### config.mk
export PLATFORM = sky130hd
export DESIGN_NAME = ttw_ctrl
export DESIGN_NICKNAME = d
export VERILOG_FILES = /design/src/hdl/ttw_pkg.sv /design/src/hdl/ttw_ctrl.sv
export VERILOG_INCLUDE_DIRS = /design/src /design/src/hdl
export SDC_FILE = /design/constraint.sdc
export NUM_CORES = 1
export LEC_CHECK = 0
export ABC_CLOCK_PERIOD_IN_PS = 5800
export BUFFER_PORTS_ARGS = -buffer_cell sky130_fd_sc_hd__buf_2
export CORE_ASPECT_RATIO = 1.25
export CORE_UTILIZATION = 30
export CTS_CLUSTER_SIZE = 14
export DETAILED_ROUTE_END_ITERATION = 16
export GPL_ROUTABILITY_DRIVEN = 1
export PLACE_DENSITY = 0.48
export SETUP_SLACK_MARGIN = 0.4
export SLEW_MARGIN = 30
export SYNTH_ARGS = -nofsm -noshare
export SYNTH_HDL_FRONTEND = slang
export SYNTH_SLANG_ARGS = --single-unit
### constraint.sdc
create_clock -name clock -period 5.8 [get_ports clock]
set_input_delay 0.87 -clock clock [delete_from_list [all_inputs] [get_ports clock]]
set_output_delay 0.87 -clock clock [all_outputs]
set_load 0.05 [all_outputs]
### src/hdl/text_terminal_writer_assert.svh
// assertion macros for the terminal writer control module (ttw_ctrl)
`ifndef TEXT_TERMINAL_WRITER_ASSERT_SVH
`define TEXT_TERMINAL_WRITER_ASSERT_SVH

// condition holds at every clock edge out of reset
`define TTW_ASSERT_ALWAYS(label, clk, rst, cond, msg) \
   label: assert property (@(posedge clk) disable iff (rst) (cond)) else $error(msg);

// consequence holds in the same cycle as the antecedent
`define TTW_ASSERT_IMPLY(label, clk, rst, ante, cons, msg) \
   label: assert property (@(posedge clk) disable iff (rst) (ante) |-> (cons)) else $error(msg);

// consequence holds in the cycle after the antecedent
`define TTW_ASSERT_NEXT(label, clk, rst, ante, cons, msg) \
   label: assert property (@(posedge clk) disable iff (rst) (ante) |=> (cons)) else $error(msg);

`endif

### src/hdl/ttw_pkg.sv
`timescale 1ns / 1ps
package ttw_pkg;

   // screen geometry
   localparam int COLUMNS    = 80;
   localparam int ROWS       = 25;
   localparam int CELL_COUNT = COLUMNS * ROWS;

   // field widths
   localparam int COL_W  = 7;
   localparam int ROW_W  = 5;
   localparam int ADDR_W = 11;
   localparam int CELL_W = 16;
   localparam int ATTR_W = 8;
   localparam int CHAR_W = 8;
   localparam int OP_W   = 2;
   localparam int COLOR_W = 4;

   // opcodes
   localparam logic [OP_W-1:0] OP_PUT    = 2'd0;
   localparam logic [OP_W-1:0] OP_CLEAR  = 2'd1;
   localparam logic [OP_W-1:0] OP_SETPOS = 2'd2;
   localparam logic [OP_W-1:0] OP_READ   = 2'd3;

   // configuration register indexes
   localparam logic REG_FOREGROUND = 1'b0;
   localparam logic REG_BACKGROUND = 1'b1;

   // character codes
   localparam logic [CHAR_W-1:0] CH_BACKSPACE = 8'h08;
   localparam logic [CHAR_W-1:0] CH_NEWLINE   = 8'h0A;
   localparam logic [CHAR_W-1:0] CH_RETURN    = 8'h0D;
   localparam logic [CHAR_W-1:0] CH_SPACE     = 8'h20;
   localparam logic [CHAR_W-1:0] CH_LAST      = 8'h7F;

   // sequencer states
   typedef enum logic [2:0] {
      ST_IDLE,
      ST_READ_WAIT,
      ST_CLEAR,
      ST_SCROLL_COPY,
      ST_SCROLL_BLANK
   } state_type;

   // cell memory access request: one write and one read
   typedef struct packed {
      logic              wr_en;
      logic [ADDR_W-1:0] wr_addr;
      logic [CELL_W-1:0] wr_data;
      logic              rd_en;
      logic [ADDR_W-1:0] rd_addr;
   } mem_req_type;

   // one result word
   typedef struct packed {
      logic              strobe;
      logic [COL_W-1:0]  column;
      logic [ROW_W-1:0]  row;
      logic [ADDR_W-1:0] linear;
      logic              scrolled;
      logic [CELL_W-1:0] cell_value;
   } rsp_type;

   // linear cell address of a screen position
   function automatic logic [ADDR_W-1:0] cell_addr(input logic [ROW_W-1:0] row,
                                                   input logic [COL_W-1:0] col);
      logic [ADDR_W-1:0] base;
      base = ADDR_W'(row) * ADDR_W'(COLUMNS);
      return ADDR_W'(base + ADDR_W'(col));
   endfunction

endpackage

### src/hdl/ttw_ctrl.sv
`timescale 1ns / 1ps
`include "text_terminal_writer_assert.svh"
module ttw_ctrl (
   input  logic                          clock,
   input  logic                          reset,
   input  logic                          start,
   output logic                          busy,
   input  logic [ttw_pkg::OP_W-1:0]      req_opcode,
   input  logic [ttw_pkg::CHAR_W-1:0]    req_char_code,
   input  logic [ttw_pkg::COL_W-1:0]     req_new_column,
   input  logic [5:0]                    req_new_row,
   input  logic [ttw_pkg::ADDR_W-1:0]    req_cell_index,
   input  logic [ttw_pkg::ATTR_W-1:0]    attr,
   output ttw_pkg::mem_req_type          mem_req,
   input  logic [ttw_pkg::CELL_W-1:0]    rd_data,
   output ttw_pkg::rsp_type              rsp
);

   ttw_pkg::state_type state_ff, state_in;
   logic [ttw_pkg::ADDR_W-1:0] cnt_ff, cnt_in;
   logic [ttw_pkg::COL_W-1:0]  col_ff, col_in;
   logic [ttw_pkg::ROW_W-1:0]  row_ff, row_in;
   logic                       idx_ok_ff, idx_ok_in;
   logic                       rsp_valid_ff;
   logic [ttw_pkg::COL_W-1:0]  rsp_col_ff;
   logic [ttw_pkg::ROW_W-1:0]  rsp_row_ff;
   logic [ttw_pkg::ADDR_W-1:0] rsp_linear_ff;
   logic                       rsp_scrolled_ff;
   logic [ttw_pkg::CELL_W-1:0] rsp_cell_ff;

   logic                       rsp_load;
   logic                       rsp_scrolled;
   logic [ttw_pkg::CELL_W-1:0] rsp_cell;
   logic [ttw_pkg::CELL_W-1:0] blank_cell;

   // put character decode
   logic [ttw_pkg::COL_W:0]    put_col_w;
   logic [ttw_pkg::ROW_W:0]    put_row_w;
   logic [ttw_pkg::COL_W-1:0]  put_wr_col;
   logic                       put_wr;
   logic [ttw_pkg::CELL_W-1:0] put_data;
   logic                       put_scroll;
   logic [ttw_pkg::COL_W-1:0]  put_col;
   logic [ttw_pkg::ROW_W-1:0]  put_row;

   // terms for the checks
   logic                       cursor_ok;
   logic                       same_cell_rw;
   logic                       setpos_take;
   logic                       ctrl_idle;

   assign blank_cell = {attr, ttw_pkg::CH_SPACE};

   // cursor motion and cell write for one character
   always_comb begin
      put_col_w  = {1'b0, col_ff};
      put_row_w  = {1'b0, row_ff};
      put_wr_col = col_ff;
      put_wr     = 1'b0;
      put_data   = blank_cell;
      case (req_char_code)
         ttw_pkg::CH_NEWLINE: begin
            put_col_w = '0;
            put_row_w = put_row_w + 1'b1;
         end
         ttw_pkg::CH_RETURN: begin
            put_col_w = '0;
         end
         ttw_pkg::CH_BACKSPACE: begin
            if (col_ff != '0) begin
               put_col_w  = put_col_w - 1'b1;
               put_wr_col = col_ff - 1'b1;
               put_wr     = 1'b1;
            end
         end
         default: begin
            if (req_char_code inside {[ttw_pkg::CH_SPACE:ttw_pkg::CH_LAST]}) begin
               put_wr    = 1'b1;
               put_data  = {attr, req_char_code};
               put_col_w = put_col_w + 1'b1;
            end
         end
      endcase
      // wrap past the last column
      if (put_col_w >= (ttw_pkg::COL_W+1)'(ttw_pkg::COLUMNS)) begin
         put_col_w = '0;
         put_row_w = put_row_w + 1'b1;
      end
      put_scroll = put_row_w >= (ttw_pkg::ROW_W+1)'(ttw_pkg::ROWS);
      put_col    = put_col_w[ttw_pkg::COL_W-1:0];
      put_row    = put_scroll ? ttw_pkg::ROW_W'(ttw_pkg::ROWS - 1)
                              : put_row_w[ttw_pkg::ROW_W-1:0];
   end

   // sequencer state and cursor registers
   always_ff @(posedge clock) begin
      if (reset) begin
         state_ff     <= ttw_pkg::ST_IDLE;
         cnt_ff       <= '0;
         col_ff       <= '0;
         row_ff       <= '0;
         idx_ok_ff    <= 1'b0;
         rsp_valid_ff <= 1'b0;
      end else begin
         state_ff     <= state_in;
         cnt_ff       <= cnt_in;
         col_ff       <= col_in;
         row_ff       <= row_in;
         idx_ok_ff    <= idx_ok_in;
         rsp_valid_ff <= rsp_load;
      end
   end

   // result word registers
   always_ff @(posedge clock) begin
      if (rsp_load) begin
         rsp_col_ff      <= col_in;
         rsp_row_ff      <= row_in;
         rsp_linear_ff   <= ttw_pkg::cell_addr(row_in, col_in);
         rsp_scrolled_ff <= rsp_scrolled;
         rsp_cell_ff     <= rsp_cell;
      end
   end

   // next state, memory access and result load
   always_comb begin
      state_in     = state_ff;
      cnt_in       = cnt_ff;
      col_in       = col_ff;
      row_in       = row_ff;
      idx_ok_in    = idx_ok_ff;
      rsp_load     = 1'b0;
      rsp_scrolled = 1'b0;
      rsp_cell     = '0;
      mem_req      = '0;
      busy         = (state_ff != ttw_pkg::ST_IDLE);
      case (state_ff)
         ttw_pkg::ST_IDLE: begin
            if (start) begin
               case (req_opcode)
                  ttw_pkg::OP_PUT: begin
                     mem_req.wr_en   = put_wr;
                     mem_req.wr_addr = ttw_pkg::cell_addr(row_ff, put_wr_col);
                     mem_req.wr_data = put_data;
                     col_in          = put_col;
                     row_in          = put_row;
                     if (put_scroll) begin
                        cnt_in   = '0;
                        state_in = ttw_pkg::ST_SCROLL_COPY;
                     end else begin
                        rsp_load = 1'b1;
                     end
                  end
                  ttw_pkg::OP_CLEAR: begin
                     col_in   = '0;
                     row_in   = '0;
                     cnt_in   = '0;
                     state_in = ttw_pkg::ST_CLEAR;
                  end
                  ttw_pkg::OP_SETPOS: begin
                     if ((req_new_column < ttw_pkg::COL_W'(ttw_pkg::COLUMNS)) &&
                         (req_new_row < 6'(ttw_pkg::ROWS))) begin
                        col_in = req_new_column;
                        row_in = req_new_row[ttw_pkg::ROW_W-1:0];
                     end
                     rsp_load = 1'b1;
                  end
                  ttw_pkg::OP_READ: begin
                     idx_ok_in       = req_cell_index < ttw_pkg::ADDR_W'(ttw_pkg::CELL_COUNT);
                     mem_req.rd_en   = idx_ok_in;
                     mem_req.rd_addr = req_cell_index;
                     state_in        = ttw_pkg::ST_READ_WAIT;
                  end
                  default: begin
                     rsp_load = 1'b1;
                  end
               endcase
            end
         end
         ttw_pkg::ST_READ_WAIT: begin
            rsp_load = 1'b1;
            rsp_cell = idx_ok_ff ? rd_data : '0;
            state_in = ttw_pkg::ST_IDLE;
         end
         ttw_pkg::ST_CLEAR: begin
            mem_req.wr_en   = 1'b1;
            mem_req.wr_addr = cnt_ff;
            mem_req.wr_data = blank_cell;
            if (cnt_ff == ttw_pkg::ADDR_W'(ttw_pkg::CELL_COUNT - 1)) begin
               rsp_load = 1'b1;
               state_in = ttw_pkg::ST_IDLE;
            end else begin
               cnt_in = cnt_ff + 1'b1;
            end
         end
         ttw_pkg::ST_SCROLL_COPY: begin
            // read one row ahead, write back what the last read returned
            if (cnt_ff < ttw_pkg::ADDR_W'(ttw_pkg::CELL_COUNT - ttw_pkg::COLUMNS)) begin
               mem_req.rd_en   = 1'b1;
               mem_req.rd_addr = cnt_ff + ttw_pkg::ADDR_W'(ttw_pkg::COLUMNS);
            end
            if (cnt_ff != '0) begin
               mem_req.wr_en   = 1'b1;
               mem_req.wr_addr = cnt_ff - 1'b1;
               mem_req.wr_data = rd_data;
            end
            if (cnt_ff == ttw_pkg::ADDR_W'(ttw_pkg::CELL_COUNT - ttw_pkg::COLUMNS)) begin
               state_in = ttw_pkg::ST_SCROLL_BLANK;
            end else begin
               cnt_in = cnt_ff + 1'b1;
            end
         end
         ttw_pkg::ST_SCROLL_BLANK: begin
            mem_req.wr_en   = 1'b1;
            mem_req.wr_addr = cnt_ff;
            mem_req.wr_data = blank_cell;
            if (cnt_ff == ttw_pkg::ADDR_W'(ttw_pkg::CELL_COUNT - 1)) begin
               rsp_load     = 1'b1;
               rsp_scrolled = 1'b1;
               state_in     = ttw_pkg::ST_IDLE;
            end else begin
               cnt_in = cnt_ff + 1'b1;
            end
         end
         default: begin
            state_in = ttw_pkg::ST_IDLE;
         end
      endcase
   end

   assign rsp.strobe     = rsp_valid_ff;
   assign rsp.column     = rsp_col_ff;
   assign rsp.row        = rsp_row_ff;
   assign rsp.linear     = rsp_linear_ff;
   assign rsp.scrolled   = rsp_scrolled_ff;
   assign rsp.cell_value = rsp_cell_ff;

   // checks
   assign cursor_ok    = (col_ff < ttw_pkg::COL_W'(ttw_pkg::COLUMNS)) &&
                         (row_ff < ttw_pkg::ROW_W'(ttw_pkg::ROWS));
   assign same_cell_rw = mem_req.wr_en && mem_req.rd_en &&
                         (mem_req.wr_addr == mem_req.rd_addr);
   assign setpos_take  = start && !busy && (req_opcode == ttw_pkg::OP_SETPOS);
   assign ctrl_idle    = (state_ff == ttw_pkg::ST_IDLE);

   `TTW_ASSERT_ALWAYS(a_cursor_on_screen, clock, reset, cursor_ok, "cursor left the screen")
   `TTW_ASSERT_ALWAYS(a_no_same_cell_rw, clock, reset, !same_cell_rw, "read and write hit one cell")
   `TTW_ASSERT_NEXT(a_setpos_answers, clock, reset, setpos_take, rsp_valid_ff, "set cursor no word")
   `TTW_ASSERT_IMPLY(a_word_when_idle, clock, reset, rsp_valid_ff, ctrl_idle, "word while walking")

endmodule

==> metrics.md <==
| Metric | Value |
|---|---|
| Gr usage total | `0.188` |
| Clock skew | `0.00844 ns` |
| Max rail drop VDD | `0.0991 mV` |
| Post-synth EDFFs | `36` |
| CTS buffer count | `9` |
| Fin crit period | `5.03 ns` |
| WP data required | `5.89 ns` |
| Synth unique cells | `80` |
| TritonCTS Sinks | `64` |
| Total design power | `1.38 mW` |
| Area grow syn2layout | `23.1%` |
| Final Hold Fails | `0` |
| Max incr delay on CP | `between 0.5 and 0.6 ns` |
| DR WL/cell | `17.3 um` |
| Comb pwr share | `0.214` |
| Largest net degree at the start of global routing | `37` |
| Register area share after synthesis | `0.312` |
| Unrepaired setup endpoints after global routing | `false` |
| Slew Limit Fails | `0` |
| Hold-fix buffers, CTS | `0` |
| Multi-input logic area | `3330 um2` |
| Via count | `between 5000 and 6000` |
| Least-Margin Pin Slew | `roughly 0.83 ns` |
| Maximum clock rate | `just under 200 MHz` |
| FFs w/ async S/R, synth | `0` |
| Filler Cell Count | `1801` |
| I/O Pins | `143` |
| Clock latency on the worst-skew pair | `0.34 ns` |
| CTS tree | `built` |
| Post-synthesis instance total | `623` |
| Placer Congestion | `0.880` |
| Status | `finished clean` |
| First-pass GRT wire length | `approximately 26000 um` |
| Clk pwr share | `0.411` |
| Cell area after synthesis | `roughly 5300 um2` |
| Rel. slew slack | `0.442` |
| Root buf cell | `clkbuf_16` |
| DR iter-0 viols | `281` |
| Placement Rows | `53` |
| Initial Utilization | `0.310` |
| # nets final | `~840` |
| Critical Path Sink Type | `register` |
| Detail Placement HPWL | `13100 um` |
| #FFs+latches synth | `64` |
| Fin area | `6470 um2` |
| Die height | `roughly 150 um` |
| Via density per instance | `5.40` |
| Post-synth net total | `a little over 700` |
| Worst hold path class | `register to register` |
| Slowest cell on the critical path | `or4b_1` |
| Tcrit/Tclk final | `0.868` |
| Post-synth top flop | `edfxtp_1` |
| Ant. Diodes | `0` |
| Layout cell share with drive strength beyond 1 | `0.263` |
| R2r startpoint | `col_ff[0]` |
| Remaining antenna violation count | `0` |
| Finished Core Util | `0.381` |
| Critical Path Start | `col_ff[0]` |
| Dpl ws | `0.291 ns` |
| Pwr/cell area | `214 nW/um2` |
| Startpoint types | `register` |
| Die W | `120 um` |
| Total Wirelength | `between 15000 and 20000 um` |
| Internal power | `0.952 mW` |
| Synth warnings | `0` |
| Final setup TNS | `0 ns` |
| Seq. cell area | `1640 um2` |
| Port Buffers | `142` |
| Initial antenna violation count | `0` |
| Vias in the first global route | `roughly 5000` |
| Flop pwr share | `0.375` |
| CP Cell Sequence | `inv_1 -> ha_1 -> or4b_1 -> nor3_1 -> a211oi_2 -> nor4_4 -> o31ai_4 -> xnor2_1 -> a21oi_1 -> a221oi_1 -> inv_1 -> ha_1 -> inv_1 -> fa_1 -> or2_2 -> a211oi_1 -> nor2_1 -> xor2_1` |
| Die area | `18100 um2` |
| Core footprint | `about 17000 um2` |
| Max cap viols | `0` |
| Worst-path clk slew | `approximately 0.05 ns` |
| WP data arrival | `5.12 ns` |
| LEAKAGE | `between 2 and 3 nW` |
| Hold Crit Start | `idx_ok_ff` |
| Switching Share | `0.312` |
| Drt first pass iters | `6` |
| Clock Path Buffers | `2` |
| Setup Viol. Count Final | `0` |
| Crit path kind | `register to register` |
| Crit path max fanout | `9` |
| CP most frequent cell | `inv_1` |
| Cell area after placement | `6140 um2` |
| H-tree depth | `3` |
| Syn avg cell area | `between 8 and 9 um2` |
| Residual DRC | `0` |
| PnR worst setup slack | `0.766 ns` |
| Gr ovfl total | `0` |
| Switch Pwr | `0.433 mW` |
-- cells in the mapped netlist, types with 14 or more instances --
cell type | count | area (um2)
nand3_1 | 19 | 95.1
xor2_1 | 16 | 140
nor3_1 | 14 | 70.1
ha_1 | 26 | 325
nand2_1 | 71 | 267
inv_1 | 26 | 97.6
dfxtp_1 | 28 | 561
o21ai_0 | 39 | 195
and2_1 | 20 | 125
nor2_1 | 39 | 146
a21oi_1 | 46 | 230
edfxtp_1 | 36 | 1080
clkbuf_1 | 33 | 124
xnor2_1 | 14 | 123
a22o_1 | 19 | 166
-- state kept, by name (all words and copies together) (netlist names) --
register         cells
rsp_valid_ff         1
cnt_ff              11
rsp_col_ff           7
rsp_scrolled_ff      1
row_ff               5
rsp_linear_ff        7
rsp_cell_ff         16
state_ff             3
idx_ok_ff            1
rsp_row_ff           5
col_ff               7
-- metrics by stage --
| step | cells | hold slack, ns |
|---|---|---|
| final | 969 | 0.490 |
| after global routing | 969 | 0.510 |
| after floorplan | 623 | 0.454 |
| after detailed placement | 953 | 0.480 |
| after global placement | 953 | 0.484 |
| after CTS | 969 | 0.489 |
-- routing by layer --
metal	vias up	GRT usage	wire, um	share of wire
met5	-	0	0	0
met3	31	0.0400	1180	0.070
met2	224	0.328	7940	0.47
met4	0	0.0772	501	0.030
met1	2428	0.224	7140	0.43
li1	2547	-	-	-
-- kinds of logic after synthesis --
family	after synthesis	synth area share
XOR/XNOR	30	0.0500
buffers and inverters	72	0.0588
flip-flops	64	0.312
multiplexers	4	0.00857
AO/OA/AOI/OAI	190	0.262
adder cells (fa/ha/maj)	30	0.0771
AND/OR/NAND/NOR	233	0.231
-- placed cells by master, fill, tap and decap left out, types with 5 or more instances in the layout --
cell type / synthesis / layout
a21o_1: 9 / 9
a21oi_1: 46 / 46
a22o_1: 19 / 19
a311oi_2: 9 / 9
and2_1: 20 / 19
and3_1: 7 / 7
buf_2: 1 / 142
buf_4: 6 / 14
clkbuf_16: 0 / 9
dfxtp_1: 28 / 28
edfxtp_1: 36 / 36
ha_1: 26 / 25
inv_1: 26 / 26
nand2_1: 71 / 71
nand2b_1: 5 / 5
nand3_1: 19 / 18
nand3b_1: 5 / 5
nor2_1: 39 / 39
nor2b_1: 12 / 12
nor3_1: 14 / 14
o211ai_1: 5 / 5
o21ai_0: 39 / 39
o221ai_1: 6 / 5
o22ai_1: 5 / 5
o31ai_1: 5 / 5
or3_1: 7 / 7
xnor2_1: 14 / 14
xor2_1: 16 / 16
-- power by group through the flow --
stage	Clock (mW)	Sequential, mW	Combinational [mW]
3_3_place_gp	0	0.529	0.295
4_1_cts	0.589	0.520	0.296
6_report	0.569	0.519	0.296
5_1_grt	0.603	0.522	0.315
2_1_floorplan	0	0.600	0.140
3_5_place_dp	0	0.529	0.296
-- what timing repair did --
action	4_1_cts	5_1_grt
resized for setup	0	4
setup buffers	0	0
setup endpoints to repair	0	1
-- cell type report --
class / instances / area share
clock buffer: 11 / 0.0360
clock inverter: 5 / 0.0112
inverter: 26 / 0.0151
multi-input combinational: 487 / 0.515
sequential: 64 / 0.254
tap: 220 / 0.0426
timing repair buffer: 156 / 0.126
-- worst paths after layout --
check,end,slack [ns],depth (start not counted)
worst max-delay path,rsp_linear_ff[10],0.77,18
worst min-delay path,idx_ok_ff,0.49,2
worst min register to register,idx_ok_ff,0.49,2
worst max register to register,rsp_linear_ff[10],0.77,18
-- worst max-delay path, delay by kind of cell, from the launching register on --
| family | cells | cell delay, ns |
|---|---|---|
| adder cells (fa/ha/maj) | 3 | 1.09 |
| buffers and inverters | 3 | 0.29 |
| flip-flops | 1 | 0.40 |
| AO/OA/AOI/OAI | 5 | 0.93 |
| XOR/XNOR | 2 | 0.44 |
| AND/OR/NAND/NOR | 5 | 1.63 |
(Power assumes the default switching activity.)
